## src/hdl/obfs_pkg.sv

```systemverilog
// ----------------------------------------------------------------------------
// obfs_pkg
// Types, constants and helpers of the oriented box unit.
// ----------------------------------------------------------------------------
`default_nettype none

package obfs_pkg;

  localparam int COORD_W = 32;
  localparam int FRAC_W  = 16;
  localparam int ACC_W   = 48;
  localparam int ACCX_W  = ACC_W + 1;
  localparam int PROD_W  = 2 * COORD_W;
  localparam int DEN_W   = COORD_W + 1;
  localparam int DVD_W   = ACC_W + FRAC_W;
  localparam int OVF_SH  = COORD_W - 1 - FRAC_W;
  localparam int CNT_W   = $clog2(DEN_W + 1);
  localparam int CFG_IDX_W = 2;

  localparam logic [CFG_IDX_W-1:0] REG_SLOPE = 2'd0;
  localparam logic [CFG_IDX_W-1:0] REG_VERT  = 2'd1;

  localparam logic [1:0] CRN0 = 2'd0;
  localparam logic [1:0] CRN1 = 2'd1;
  localparam logic [1:0] CRN2 = 2'd2;
  localparam logic [1:0] CRN3 = 2'd3;

  localparam logic signed [COORD_W-1:0] COORD_MAX = {1'b0, {(COORD_W-1){1'b1}}};
  localparam logic signed [COORD_W-1:0] COORD_MIN = {1'b1, {(COORD_W-1){1'b0}}};
  localparam logic signed [ACC_W-1:0]   ACC_MAX   = {1'b0, {(ACC_W-1){1'b1}}};
  localparam logic signed [ACC_W-1:0]   ACC_MIN   = {1'b1, {(ACC_W-1){1'b0}}};

  localparam logic [3:0] OP_NOP      = 4'd0;
  localparam logic [3:0] OP_LOAD     = 4'd1;
  localparam logic [3:0] OP_MUL_ALNG = 4'd2;
  localparam logic [3:0] OP_MUL_ACRS = 4'd3;
  localparam logic [3:0] OP_UPDATE   = 4'd4;
  localparam logic [3:0] OP_KP_START = 4'd5;
  localparam logic [3:0] OP_KP_STORE = 4'd6;
  localparam logic [3:0] OP_AX_OUT   = 4'd7;
  localparam logic [3:0] OP_C_SET    = 4'd8;
  localparam logic [3:0] OP_C_CHK    = 4'd9;
  localparam logic [3:0] OP_C_DIV    = 4'd10;
  localparam logic [3:0] OP_CX_STORE = 4'd11;
  localparam logic [3:0] OP_CY_MUL   = 4'd12;
  localparam logic [3:0] OP_C_OUT    = 4'd13;

  typedef struct packed {
    logic signed [COORD_W-1:0] point_x;
    logic signed [COORD_W-1:0] point_y;
    logic                      last_point;
  } in_item_t;

  typedef struct packed {
    logic signed [COORD_W-1:0] corner_x;
    logic signed [COORD_W-1:0] corner_y;
    logic [1:0]                corner_number;
    logic                      last_corner;
  } out_item_t;

  typedef struct packed {
    logic [3:0] op;
    logic [1:0] idx;
  } cmd_t;

  typedef struct packed {
    logic div_done;
    logic last;
    logic axis;
  } status_t;

  function automatic logic signed [COORD_W-1:0] sat_coord(input logic signed [ACCX_W-1:0] v);
    logic [ACCX_W-COORD_W:0] top;
    begin
      top = v[ACCX_W-1:COORD_W-1];
      if ((&top) || !(|top)) begin
        sat_coord = v[COORD_W-1:0];
      end else if (v[ACCX_W-1]) begin
        sat_coord = COORD_MIN;
      end else begin
        sat_coord = COORD_MAX;
      end
    end
  endfunction

  function automatic logic signed [ACC_W-1:0] sat_acc(input logic signed [ACCX_W-1:0] v);
    begin
      if (v[ACCX_W-1] == v[ACC_W-1]) begin
        sat_acc = v[ACC_W-1:0];
      end else if (v[ACCX_W-1]) begin
        sat_acc = ACC_MIN;
      end else begin
        sat_acc = ACC_MAX;
      end
    end
  endfunction

endpackage

`default_nettype wire

```

## src/hdl/obfs_ctrl.sv

```systemverilog
// ----------------------------------------------------------------------------
// obfs_ctrl
// Sequencer issuing datapath operations per point, per slope write, per corner.
// ----------------------------------------------------------------------------
`default_nettype none

module obfs_ctrl (
  input  wire logic               clk,
  input  wire logic               rst,
  input  wire logic               start,
  input  wire logic               kp_req,
  input  wire obfs_pkg::status_t  status,
  output logic                    busy,
  output obfs_pkg::cmd_t          cmd
);

  localparam logic [3:0] S_IDLE   = 4'd0;
  localparam logic [3:0] S_KPGO   = 4'd1;
  localparam logic [3:0] S_KPWAIT = 4'd2;
  localparam logic [3:0] S_MUL1   = 4'd3;
  localparam logic [3:0] S_MUL2   = 4'd4;
  localparam logic [3:0] S_UPD    = 4'd5;
  localparam logic [3:0] S_AXOUT  = 4'd6;
  localparam logic [3:0] S_CSET   = 4'd7;
  localparam logic [3:0] S_CCHK   = 4'd8;
  localparam logic [3:0] S_CDIV   = 4'd9;
  localparam logic [3:0] S_CWAIT  = 4'd10;
  localparam logic [3:0] S_CMUL   = 4'd11;
  localparam logic [3:0] S_COUT   = 4'd12;

  logic [3:0] state, state_next;
  logic [1:0] cnt, cnt_next;

  assign busy = state != S_IDLE;

  always_comb begin
    state_next = state;
    cnt_next   = cnt;
    cmd.op     = obfs_pkg::OP_NOP;
    cmd.idx    = cnt;
    case (state)
      S_IDLE: begin
        if (start) begin
          cmd.op     = obfs_pkg::OP_LOAD;
          state_next = S_MUL1;
        end else if (kp_req) begin
          state_next = S_KPGO;
        end
      end
      S_KPGO: begin
        cmd.op     = obfs_pkg::OP_KP_START;
        state_next = S_KPWAIT;
      end
      S_KPWAIT: begin
        if (status.div_done) begin
          cmd.op     = obfs_pkg::OP_KP_STORE;
          state_next = S_IDLE;
        end
      end
      S_MUL1: begin
        cmd.op     = obfs_pkg::OP_MUL_ALNG;
        state_next = S_MUL2;
      end
      S_MUL2: begin
        cmd.op     = obfs_pkg::OP_MUL_ACRS;
        state_next = S_UPD;
      end
      S_UPD: begin
        cmd.op   = obfs_pkg::OP_UPDATE;
        cnt_next = obfs_pkg::CRN0;
        if (!status.last) begin
          state_next = S_IDLE;
        end else if (status.axis) begin
          state_next = S_AXOUT;
        end else begin
          state_next = S_CSET;
        end
      end
      S_AXOUT: begin
        cmd.op   = obfs_pkg::OP_AX_OUT;
        cnt_next = cnt + 1'b1;
        if (cnt == obfs_pkg::CRN3) state_next = S_IDLE;
      end
      S_CSET: begin
        cmd.op     = obfs_pkg::OP_C_SET;
        state_next = S_CCHK;
      end
      S_CCHK: begin
        cmd.op     = obfs_pkg::OP_C_CHK;
        state_next = S_CDIV;
      end
      S_CDIV: begin
        cmd.op     = obfs_pkg::OP_C_DIV;
        state_next = S_CWAIT;
      end
      S_CWAIT: begin
        if (status.div_done) begin
          cmd.op     = obfs_pkg::OP_CX_STORE;
          state_next = S_CMUL;
        end
      end
      S_CMUL: begin
        cmd.op     = obfs_pkg::OP_CY_MUL;
        state_next = S_COUT;
      end
      S_COUT: begin
        cmd.op     = obfs_pkg::OP_C_OUT;
        cnt_next   = cnt + 1'b1;
        state_next = (cnt == obfs_pkg::CRN3) ? S_IDLE : S_CSET;
      end
      default: begin
        state_next = S_IDLE;
      end
    endcase
  end

  always_ff @(posedge clk) begin
    if (rst) begin
      state <= S_IDLE;
      cnt   <= obfs_pkg::CRN0;
    end else begin
      state <= state_next;
      cnt   <= cnt_next;
    end
  end

endmodule

`default_nettype wire

```

## config.mk

```make
export PLATFORM = sky130hd
export DESIGN_NAME = obfs_ctrl
export DESIGN_NICKNAME = d
export VERILOG_FILES = /design/src/hdl/obfs_pkg.sv /design/src/hdl/obfs_ctrl.sv
export SDC_FILE = /design/constraint.sdc
export NUM_CORES = 1
export LEC_CHECK = 0
export BUFFER_PORTS_ARGS = -buffer_cell sky130_fd_sc_hd__buf_2
export CAP_MARGIN = 40
export CORE_UTILIZATION = 46
export CTS_CLUSTER_SIZE = 40
export DETAILED_ROUTE_END_ITERATION = 10
export PLACE_DENSITY = 0.84
export SYNTH_ARGS = -nofsm -noshare
export SYNTH_HDL_FRONTEND = slang
export SYNTH_SLANG_ARGS = --single-unit
```

## constraint.sdc

```tcl
create_clock -name clk -period 1.3 [get_ports clk]
set_input_delay 0.13 -clock clk [delete_from_list [all_inputs] [get_ports clk]]
set_output_delay 0.13 -clock clk [all_outputs]
set_load 0.01 [all_outputs]
```

After elaboration in Yosys (flattened, before gate mapping)
Index checks and enable logic that the tools add are counted.

storage, ports and cells
  register bits = 6
  logic and storage cells = 39
  output and inout bits = 7
  input bits = 7

operators by class
  reductions and logical operators = 5
  equal/unequal tests = 17
  add/subtract/negate cells = 1
  muxes and demuxes = 14

operator list
  kind                 count
  $pmux 4 s13          2
  $mux 4               6
  $eq 4x4->1 const B   5
  $eq 4x3->1 const B   4
  $mux 3               3
  $eq 4x2->1 const B   2
  $ne 2x2->1 const B   3
  $eq 4x1->1 const B   1
  $logic_not 4->1      1
  $pmux 2 s2           1
  $reduce_and 4->1     1
  $reduce_bool 4->1    1
  $ne 3x3->1 const B   1
  $add 2x1->2 const B  1
  $eq 2x2->1 const B   1
  $mux 1               2
  $reduce_bool 2->1    1
  $reduce_or 2->1      1

Longest topological paths before layout
Gate-level depths: netlist of the first run.

  word-level depth = 3
  gate-level depth with buffers = 6
  depth with buffers taken out = 5

Worst setup path before layout of the first run
Ideal clock, no wire load.

  path kind = register -> register
  start point = register cnt[0]
  end point = register cnt[1]
  period minus slack after synthesis = 1.304 ns
  library setup time = 0.133 ns
  arrival = 1.171 ns
  stages on the path, launching flop included = 6
  path buffers = 0
  slack = -0.004 ns
  required time = 1.167 ns
  path through = dfxtp_1 -> ha_1 -> nor3b_1 -> o21ai_2 -> o211ai_1 -> a211oi_2

on the way
  cells in the longest elaborated chain, start to end = 2

ends and longest elaborated chain
  item                    line                               source
  from (decl)             obfs_ctrl.sv:32                    logic [1:0] cnt, cnt_next;
  from (signal assigned)  obfs_ctrl.sv:120                   cnt <= obfs_pkg::CRN0;
  from (signal assigned)  obfs_ctrl.sv:123                   cnt <= cnt_next;
  $add 2x1->2             obfs_ctrl.sv:81, obfs_ctrl.sv:108
  $pmux 2 s2              obfs_ctrl.sv:41                    case (state)

No other way between the ends.
A chain may end at the register's enable or synchronous reset.

==> impl_results.md, run 1 <==
* Post-CTS Hold Buffers at 0
* Die H at 39.4 µm
* Hold Path Stages at 2
* Syn_area_per_cell at 7.57 µm²
* RSZ-0062 raised after global routing: yes
* Hold Crit Class: input port to flop
* First-pass GRT wire length at 2.84 mm
* Register-to-Register Path Depth at 6
* H-Tree Depth at 1
* #FFs+latches synth at 6
* Initial DRC count at 29
* DPL Wire Length at 1.29 mm
* Wire length per cell at 15.8 µm
* Power, Total at 1.01 mW
* Total wire length at 2.10 mm
* Starting density of the core at 49.4%
* Grt total ovfl at 0
* Sink Count at 6
* Synth Area in XOR/XNOR at 0%
* Synth warn at 0
* EDFF count, synth at 0
* Synth Area in Simple Gates at 27.4%
* Post-route ant nets at 0
* CTS max path bufs at 2
* Fmax at 0.650 GHz
* # rows at 13
* Worst-margin pin slew at 320 ps
* Clock Latency Late Sink at 250 ps
* Largest net degree at the start of global routing at 14
* Clk root buf: clkbuf_4
* Share of cells above drive strength 1 at 58.5%
* Post-layout min period at 1540 ps
* CP Data Required Time at 1170 ps
* Pins Over Slew Limit at 0
* Violated checks: setup timing
* Synth Area in Compound Gates at 35.6%
* Synth area leader: dfxtp_1
* Max cap viols at 0
* Antenna violations before repair at 0
* Post-Syn Area at 643 µm²
* Peak supply drop at 0.000429 V
* I/O pin count at 14
* Main combinational cell family by area after synthesis: compound AO/OA/AOI/OAI gates
* Power density cells at 1050 nW/µm²
* Max_slew headroom at 78.3%
* Crit end category: primary output
* DRC errors left at 0
* Syn Inst Count at 85
* Area contributors post-synth: dfxtp_1 19%, buf_6 7.0%, o21ai_0 5.4%
* TritonCTS clock tree: yes
* CTS clk-pin slew, worst paths at 50 ps
* Leading cell types by count after synthesis: 9 x nor2_1, 7 x o21ai_0, 6 x a21oi_1, 6 x dfxtp_1, 5 x nand2b_1
* Detailed-route via count at 780
* Routed vias/inst at 5.86
* Final design utilization at 73.6%
* Synth Area in Adders at 1.95%
* Most used DFF post-synth: dfxtp_1
* Final Cell Area at 957 µm²
* Area after DPL at 796 µm²
* Status: finished, violations left
* Final hold viol count at 0
* Critical path class: flop to primary output
* Tcrit/Tclk final at 118%
* Sequential share of the synthesized area at 18.7%
* Fillers at 101
* Clk_skew at 2.77 ps
* CTS buffer count at 3
* Crit-path max FO at 4
* Critical path data arrival time at 1410 ps
* Area Growth Syn to Fin at 48.8%
* Pre-antenna DRT Iters at 4
* Final nets at 128
* Worst setup SP type: flop
* Ys async rst share at 0%
* Netlist cell types at 38
* RePlAce Congestion at 0.874
* Inserted Diodes at 0
* Net Count, Synth at 93
* Most numerous cell in the Yosys netlist: nor2_1
* Share of the synthesized area in the top cell type at 18.7%
* Static Leak at 0.434 nW
* Die Width at 39.4 µm
* GRT Total Usage at 27.3%
* Final setup vio count at 7
* Die ar. at 1550 µm²
* IO Port Bufs at 13
* Number of global-route vias before repair at 671
* Worst setup slack after layout at -238 ps
* Mux cell area share after synthesis at 2.33%
* Core ar. at 1300 µm²
-- state kept, by name (all words and copies together) (netlist names) --
| register | count |
|---|---|
| state | 4 |
| cnt | 2 |
-- cell usage in the layout, fill, tap and decap left out, types with 2 or more instances in the layout --
cell type,netlist,layout
a31oi_1,3,3
buf_4,2,19
buf_6,4,7
clkbuf_4,0,3
nor2b_2,0,2
nand2b_1,5,4
inv_2,1,2
buf_2,3,13
a21oi_2,1,2
nor2_1,9,7
nand2_1,4,3
o21ai_0,7,4
inv_1,3,2
nor3b_2,1,2
nor3_1,3,3
a21oi_1,6,5
o21ai_1,1,4
dfxtp_4,0,4
nand3_1,3,2
-- area by class of cell --
| type | instances | area (µm²) | share of cell area (%) |
|---|---|---|---|
| Tap cell | 15 | 18.8 | 1.96 |
| Clock buffer | 3 | 22.5 | 2.35 |
| Multi-Input combinational cell | 66 | 478 | 49.9 |
| Inverter | 4 | 15.0 | 1.57 |
| Sequential cell | 6 | 136 | 14.2 |
| Timing Repair Buffer | 39 | 287 | 29.9 |
-- per-stage QoR --
stage | setup slack [ps] | std cells | setup TNS [ps] | hold WS, ps
after global routing | -282 | 133 | -870 | 133
after CTS | -209 | 130 | -592 | 125
final | -238 | 133 | -542 | 129
after global placement | -34.7 | 123 | -67.2 | 402
after floorplan | 40.9 | 85 | 0 | 199
after detailed placement | -63.6 | 123 | -183 | 400
-- report_power, final --
group	switching, mW	internal (mW)	total, mW	leakage, nW
Sequential	0.0397	0.208	0.248	0.0522
Clock	0.0736	0.105	0.178	0.0138
Combinational	0.276	0.304	0.580	0.368
-- cells by family (layout without fill, tap and decap cells) --
kind of cell	count (synthesis)	in the layout
AND/OR/NAND/NOR	32	32
adder cells (fa/ha/maj)	1	1
AO/OA/AOI/OAI	32	32
multiplexers	1	1
flip-flops	6	6
buffers and inverters	13	46
-- repair_timing --
| item | CTS | global route |
|---|---|---|
| endpoints found under the setup margin | 9 | 8 |
| pin swaps | 2 | 4 |
| resized for setup | 19 | 16 |
| buffers inserted | 4 | 4 |
-- worst paths after layout --
path | start | slack [ps] | end
max | state[0] | -240 | cmd[3]
min | rst | 130 | state[3]
max reg2reg | state[3] | -20 | state[1]
min reg2reg | state[1] | 640 | state[1]
-- routing by layer --
layer  vias to the layer above  wire [µm]  track usage (%)
li1                        377          -                -
met1                       376        853             30.2
met2                        23       1150             52.1
met3                         4         88             7.39
met4                         0         12             3.45
met5                         -          0                0
-- critical path, cell delays in order (launching register included) --
cell and delay [ps]:
dfxtp_4 370, nor2b_4 210, a21oi_2 40, mux2_4 260, o22ai_2 130, buf_2 140
(Power assumes the default switching activity.)
==> inputs of run 2 (changes only) <==
--- a/config.mk
+++ b/config.mk
@@ -10,7 +10,9 @@
 export CORE_UTILIZATION = 46
 export CTS_CLUSTER_SIZE = 40
 export DETAILED_ROUTE_END_ITERATION = 10
+export GPL_ROUTABILITY_DRIVEN = 0
 export PLACE_DENSITY = 0.84
+export SKIP_CTS_REPAIR_TIMING = 1
 export SYNTH_ARGS = -nofsm -noshare
 export SYNTH_HDL_FRONTEND = slang
 export SYNTH_SLANG_ARGS = --single-unit
==> run 2 against run 1 <==
The flow still finishes with violations (setup timing); final area is 5.1% lower; die area unchanged; first-iteration DRC count shrank 28%; sequential share of layout area increased by 0.49 points; global-route usage grew 3.4 points; clock power up 5%; sequential power shrank 6%; utilization is 3.8 points lower; wire length shrank 1.2%; clock-buffer cell count unchanged; critical endpoint unchanged.
==> impl_results.md, run 2 (synthesis gave the netlist of run 1 again) <==
* Most frequent cells in the layout: 20 x buf_4, 14 x buf_2, 6 x nor2_1, 6 x a21oi_1, 5 x nand2b_1
* Layout Cells excl Fill at 131
* Critical path class: flop to primary output
* First-pass GRT wire length at 3.13 mm
* Clock Latency Late Sink at 260 ps
* Post-layout min period at 1540 ps
* Hold Path Stages at 2
* Hold Slack at 140 ps
* Pre-antenna DRT Iters at 4
* Hold Crit Class: input port to flop
* DPL Wire Length at 1.36 mm
* Max reg flops at 4
* Final nets at 126
* Final setup vio count at 8
* Register-to-Register Path Depth at 5
* Hold EP: state[1]
* CTS buffer count at 3
* Grt total ovfl at 0
* Share of cells above drive strength 1 at 53.4%
* Detailed-route via count at 811
* Inserted Diodes at 0
* Post-route ant nets at 0
* CP Data Required Time at 1170 ps
* Placed insts at 122
* Power density cells at 1090 nW/µm²
* Max_slew headroom at 80.7%
* Initial DRC count at 21
* IO Port Bufs at 13
* Antenna violations before repair at 0
* Violated checks: setup timing
* Area Growth Syn to Fin at 41.2%
* Die ar. at 1550 µm²
* Clk_skew at 4.10 ps
* GR Layer Usage met2 at 53.8%
* Reg2reg setup slack at -140 ps
* Worst setup SP type: flop
* Die H at 39.4 µm
* Crit-path leading delay family: flip-flops
* Gr busiest metal: met2
* Status: finished, violations left
* H-Tree Depth at 1
* Final design utilization at 69.8%
* Starting density of the core at 49.4%
* Total wire length at 2.08 mm
* Max cap viols at 0
* Worst path bufs/invs at 2
* Hold Crit Start: rst
* Fmax at 0.648 GHz
* Place WS at -63.2 ps
* Power, Total at 989 µW
* Crit-path max FO at 7
* Number of global-route vias before repair at 699
* Tcrit/Tclk final at 119%
* TritonCTS clock tree: yes
* Crit Reg-Reg Endpoint: state[0]
* Crit end category: primary output
* RSZ-0062 raised after global routing: yes
* GRT Total Usage at 30.7%
* Routed vias/inst at 6.19
* Critical path data arrival time at 1410 ps
* I/O pin count at 14
* Top Registers: state: 4 flops, cnt: 2 flops
* Cells along the critical path: buf_6 > nand2_1 > mux2_4 > o22ai_2 > buf_2
* RR Startpoint: state[3]
* Worst setup slack after layout at -243 ps
* Clk root buf: clkbuf_4
* Wire length per cell at 15.9 µm
* Largest net degree at the start of global routing at 13
* Crit-path slowest cell: dfxtp_2
* DRC errors left at 0
* Peak supply drop at 0.000600 V
* Die Width at 39.4 µm
* Largest Register: state
* Core ar. at 1300 µm²
* CTS max path bufs at 2
* CTS clk-pin slew, worst paths at 50 ps
* Most common cell after layout, fill and taps aside: buf_4
* Sink Count at 6
* M1 GR Usage at 33.8%
* Critical Path Max Stage Delay at 350 ps
* Static Leak at 0.438 nW
* Pins Over Slew Limit at 0
* Fillers at 109
* Met3 usage at 7.39%
* Worst-margin pin slew at 285 ps
* Final hold viol count at 0
* # rows at 13
run 2: how the worst max path moves through the flow:
stage / startpoint / to / slack [ps] / depth (start not counted)
finish: state[0] / cmd[3] / -240 / 5
global route: state[3] / state[0] / -290 / 5
CTS: state[3] / cmd[3] / -350 / 4
detailed placement: state[3] / cmd[3] / -60 / 4
global placement: state[2] / state[0] / -20 / 4
floorplan: cnt[1] / cnt[1] / 40 / 5
run 2: where the power goes:
group	switching [mW]	internal, mW	total (mW)
clock network	0.0815	0.105	0.187
registers	0.0278	0.206	0.234
logic	0.284	0.284	0.568
run 2: area by class of cell:
type                       count  area [µm²]  share of cell area (%)
sequential                     6         134                    14.7
clock buffer                   3        22.5                    2.48
multi-input combinational     66         463                    51.0
inverter                       4        15.0                    1.65
timing repair buffer          37         255                    28.1
tap                           15        18.8                    2.07
run 2: per-stage QoR:
step / area [µm²] / setup TNS (ps)
2_1_floorplan: 644 / 0
3_3_place_gp: 788 / -19.6
3_5_place_dp: 788 / -164
4_1_cts: 811 / -1350
5_1_grt: 908 / -1680
6_report: 908 / -1030
run 2: routing by layer:
layer	vias up	part of all wire (%)	routed length [µm]
li1	370	-	-
met3	11	6.0	125
met5	-	0	0
met4	0	2.5	51
met2	49	53	1100
met1	381	39	807
==> inputs of run 3 (changes only) <==
--- a/config.mk
+++ b/config.mk
@@ -7,9 +7,10 @@
 export LEC_CHECK = 0
 export BUFFER_PORTS_ARGS = -buffer_cell sky130_fd_sc_hd__buf_2
 export CAP_MARGIN = 40
-export CORE_UTILIZATION = 46
+export CORE_AREA = 2 2 39 41
 export CTS_CLUSTER_SIZE = 40
 export DETAILED_ROUTE_END_ITERATION = 10
+export DIE_AREA = 0 0 41 43
 export GPL_ROUTABILITY_DRIVEN = 0
 export PLACE_DENSITY = 0.84
 export SKIP_CTS_REPAIR_TIMING = 1
==> constraint.sdc (replaced) <==
create_clock -name clk -period 1.5 [get_ports clk]
set_input_delay 0.15 -clock clk [delete_from_list [all_inputs] [get_ports clk]]
set_output_delay 0.15 -clock clk [all_outputs]
set_load 0.01 [all_outputs]
==> run 3 against run 2 <==
Cell count shrank 11%; critical path type unchanged; largest cell class unchanged; hold slack gained 30 ps; non-clock buffer count shrank 15; wire length shrank 19%; the flow still finishes with violations (setup timing); total power shrank 23%.
==> impl_results.md, run 3 (synthesis gave the netlist of run 1 again) <==
* Status: finished, violations left
* Violated checks: setup timing
* CTS max path bufs at 2
* First-pass GRT wire length at 2.54 mm
* Detailed-route via count at 698
* Inserted Diodes at 0
* Starting density of the core at 46.5%
* Power density cells at 982 nW/µm²
* Final setup vio count at 1
* Peak supply drop at 0.000439 V
* Worst-margin pin slew at 352 ps
* Core ar. at 1380 µm²
* Hold Crit Class: input port to flop
* Most frequent cells in the layout: 13 x buf_2, 7 x nor2_1, 7 x buf_4
* Wire length per cell at 14.4 µm
* Worst setup SP type: flop
* Die Width at 41 µm
* TritonCTS clock tree: yes
* Clk root buf: clkbuf_4
* Most common cell after layout, fill and taps aside: buf_2
* Crit-path max FO at 7
* DPL Wire Length at 1.13 mm
* Max reg flops at 4
* I/O pin count at 14
* Final nets at 111
* Post-route ant nets at 0
* Final Cell Area at 773 µm²
* Fmax at 0.667 GHz
* Crit end category: primary output
* H-Tree Depth at 1
* Worst setup slack after layout at -0.329 ps
* Static Leak at 0.334 nW
* Clk network pwr share at 19.3%
* Critical Path Max Stage Delay at 360 ps
* Number of global-route vias before repair at 580
* Seq pwr share at 28.0%
* Grt total ovfl at 0
* CTS buffer count at 3
* Pins Over Slew Limit at 0
* Critical path class: flop to primary output
* Share of cells above drive strength 1 at 42.6%
* Worst path bufs/invs at 2
* Sw Share at 39.0%
* Critical path data arrival time at 1350 ps
* Largest net degree at the start of global routing at 16
* IO Port Bufs at 13
* GRT Total Usage at 20.6%
* Antenna violations before repair at 0
* Top Registers: state: 4 flops, cnt: 2 flops
* DRC errors left at 0
* Final hold viol count at 0
* Routed vias/inst at 5.97
* CTS clk-pin slew, worst paths at 50 ps
* Comb power frac at 52.7%
* Area after DPL at 706 µm²
* Tcrit/Tclk final at 100%
* Area Growth Syn to Fin at 20.2%
* Max_slew headroom at 76.2%
* Net Sw Power at 296 µW
* Place WS at 61.5 ps
* Initial DRC count at 31
* Clock Latency Late Sink at 240 ps
* RSZ-0062 raised after global routing: yes
* Crit-path leading delay family: flip-flops
* Pre-antenna DRT Iters at 4
* Cells along the critical path: buf_6 > nand2_2 > mux2_4 > o22ai_2 > buf_2
* Fillers at 131
* Crit-path slowest cell: dfxtp_4
* Largest Register: state
* # rows at 14
* Max cap viols at 0
* Die H at 43 µm
* Internal at 464 µW
* CP Data Required Time at 1350 ps
* Clk_skew at 4.01 ps
* Die ar. at 1760 µm²
* Sink Count at 6
* Total wire length at 1.69 mm
* Post-layout min period at 1500 ps
* Power, Total at 760 µW
==> run 3: cell count changes in the layout (fill, tap and decap cells not counted), sizes merged <==
cell,before,now
buf,36,22
dlymetal6s2s,1,0
==> run 3: layer usage <==
| metal | vias to the layer above | track usage (%) | wire length [µm] |
|---|---|---|---|
| met5 | - | 0 | 0 |
| met4 | 0 | 6.00 | 15 |
| met3 | 2 | 4.71 | 98 |
| met2 | 31 | 29.1 | 789 |
| met1 | 324 | 30.4 | 781 |
| li1 | 341 | - | - |
==> run 3: stage by stage <==
step | cells | hold slack, ps | TNS [ps] | utilization, %
finish | 117 | 170 | -0.329 | 55.9
global route | 117 | 171 | -113 | 55.9
CTS | 115 | 177 | -457 | 52.6
detailed placement | 112 | 436 | 0 | 51.0
global placement | 112 | 430 | 0 | 51.0
floorplan | 85 | 219 | 0 | -
==> run 3: worst register-to-register path: stages, from the launching register on <==
cell	delay [ps]
dfxtp_1	440
ha_2	320
nor3b_1	230
o21ai_2	70
o211ai_1	110
a211oi_2	90
==> run 3: power by group through the flow <==
| stage | clock network (mW) | registers, mW | logic, mW |
|---|---|---|---|
| after global placement | 0 | 0.207 | 0.354 |
| after floorplan | 0 | 0.186 | 0.294 |
| after global routing | 0.164 | 0.215 | 0.435 |
| after detailed placement | 0 | 0.208 | 0.357 |
| final | 0.146 | 0.213 | 0.400 |
| after CTS | 0.153 | 0.205 | 0.359 |
==> run 3: worst paths after layout <==
check            from       end  slack [ps]  cells past startpoint
min reg2reg    cnt[1]    cnt[1]         570                      2
max          state[0]    cmd[3]        -0.3                      5
max reg2reg    cnt[0]    cnt[1]         110                      5
min               rst  state[1]         170                      2
==> run 3: area by class of cell <==
class | instances | area [µm²] | area share (%)
Tap cell | 16 | 20.0 | 2.59
Inverter | 4 | 15.0 | 1.94
Clock buffer | 3 | 22.5 | 2.91
Sequential cell | 6 | 133 | 17.2
Multi-Input combinational cell | 66 | 443 | 57.3
Timing Repair Buffer | 22 | 140 | 18.1
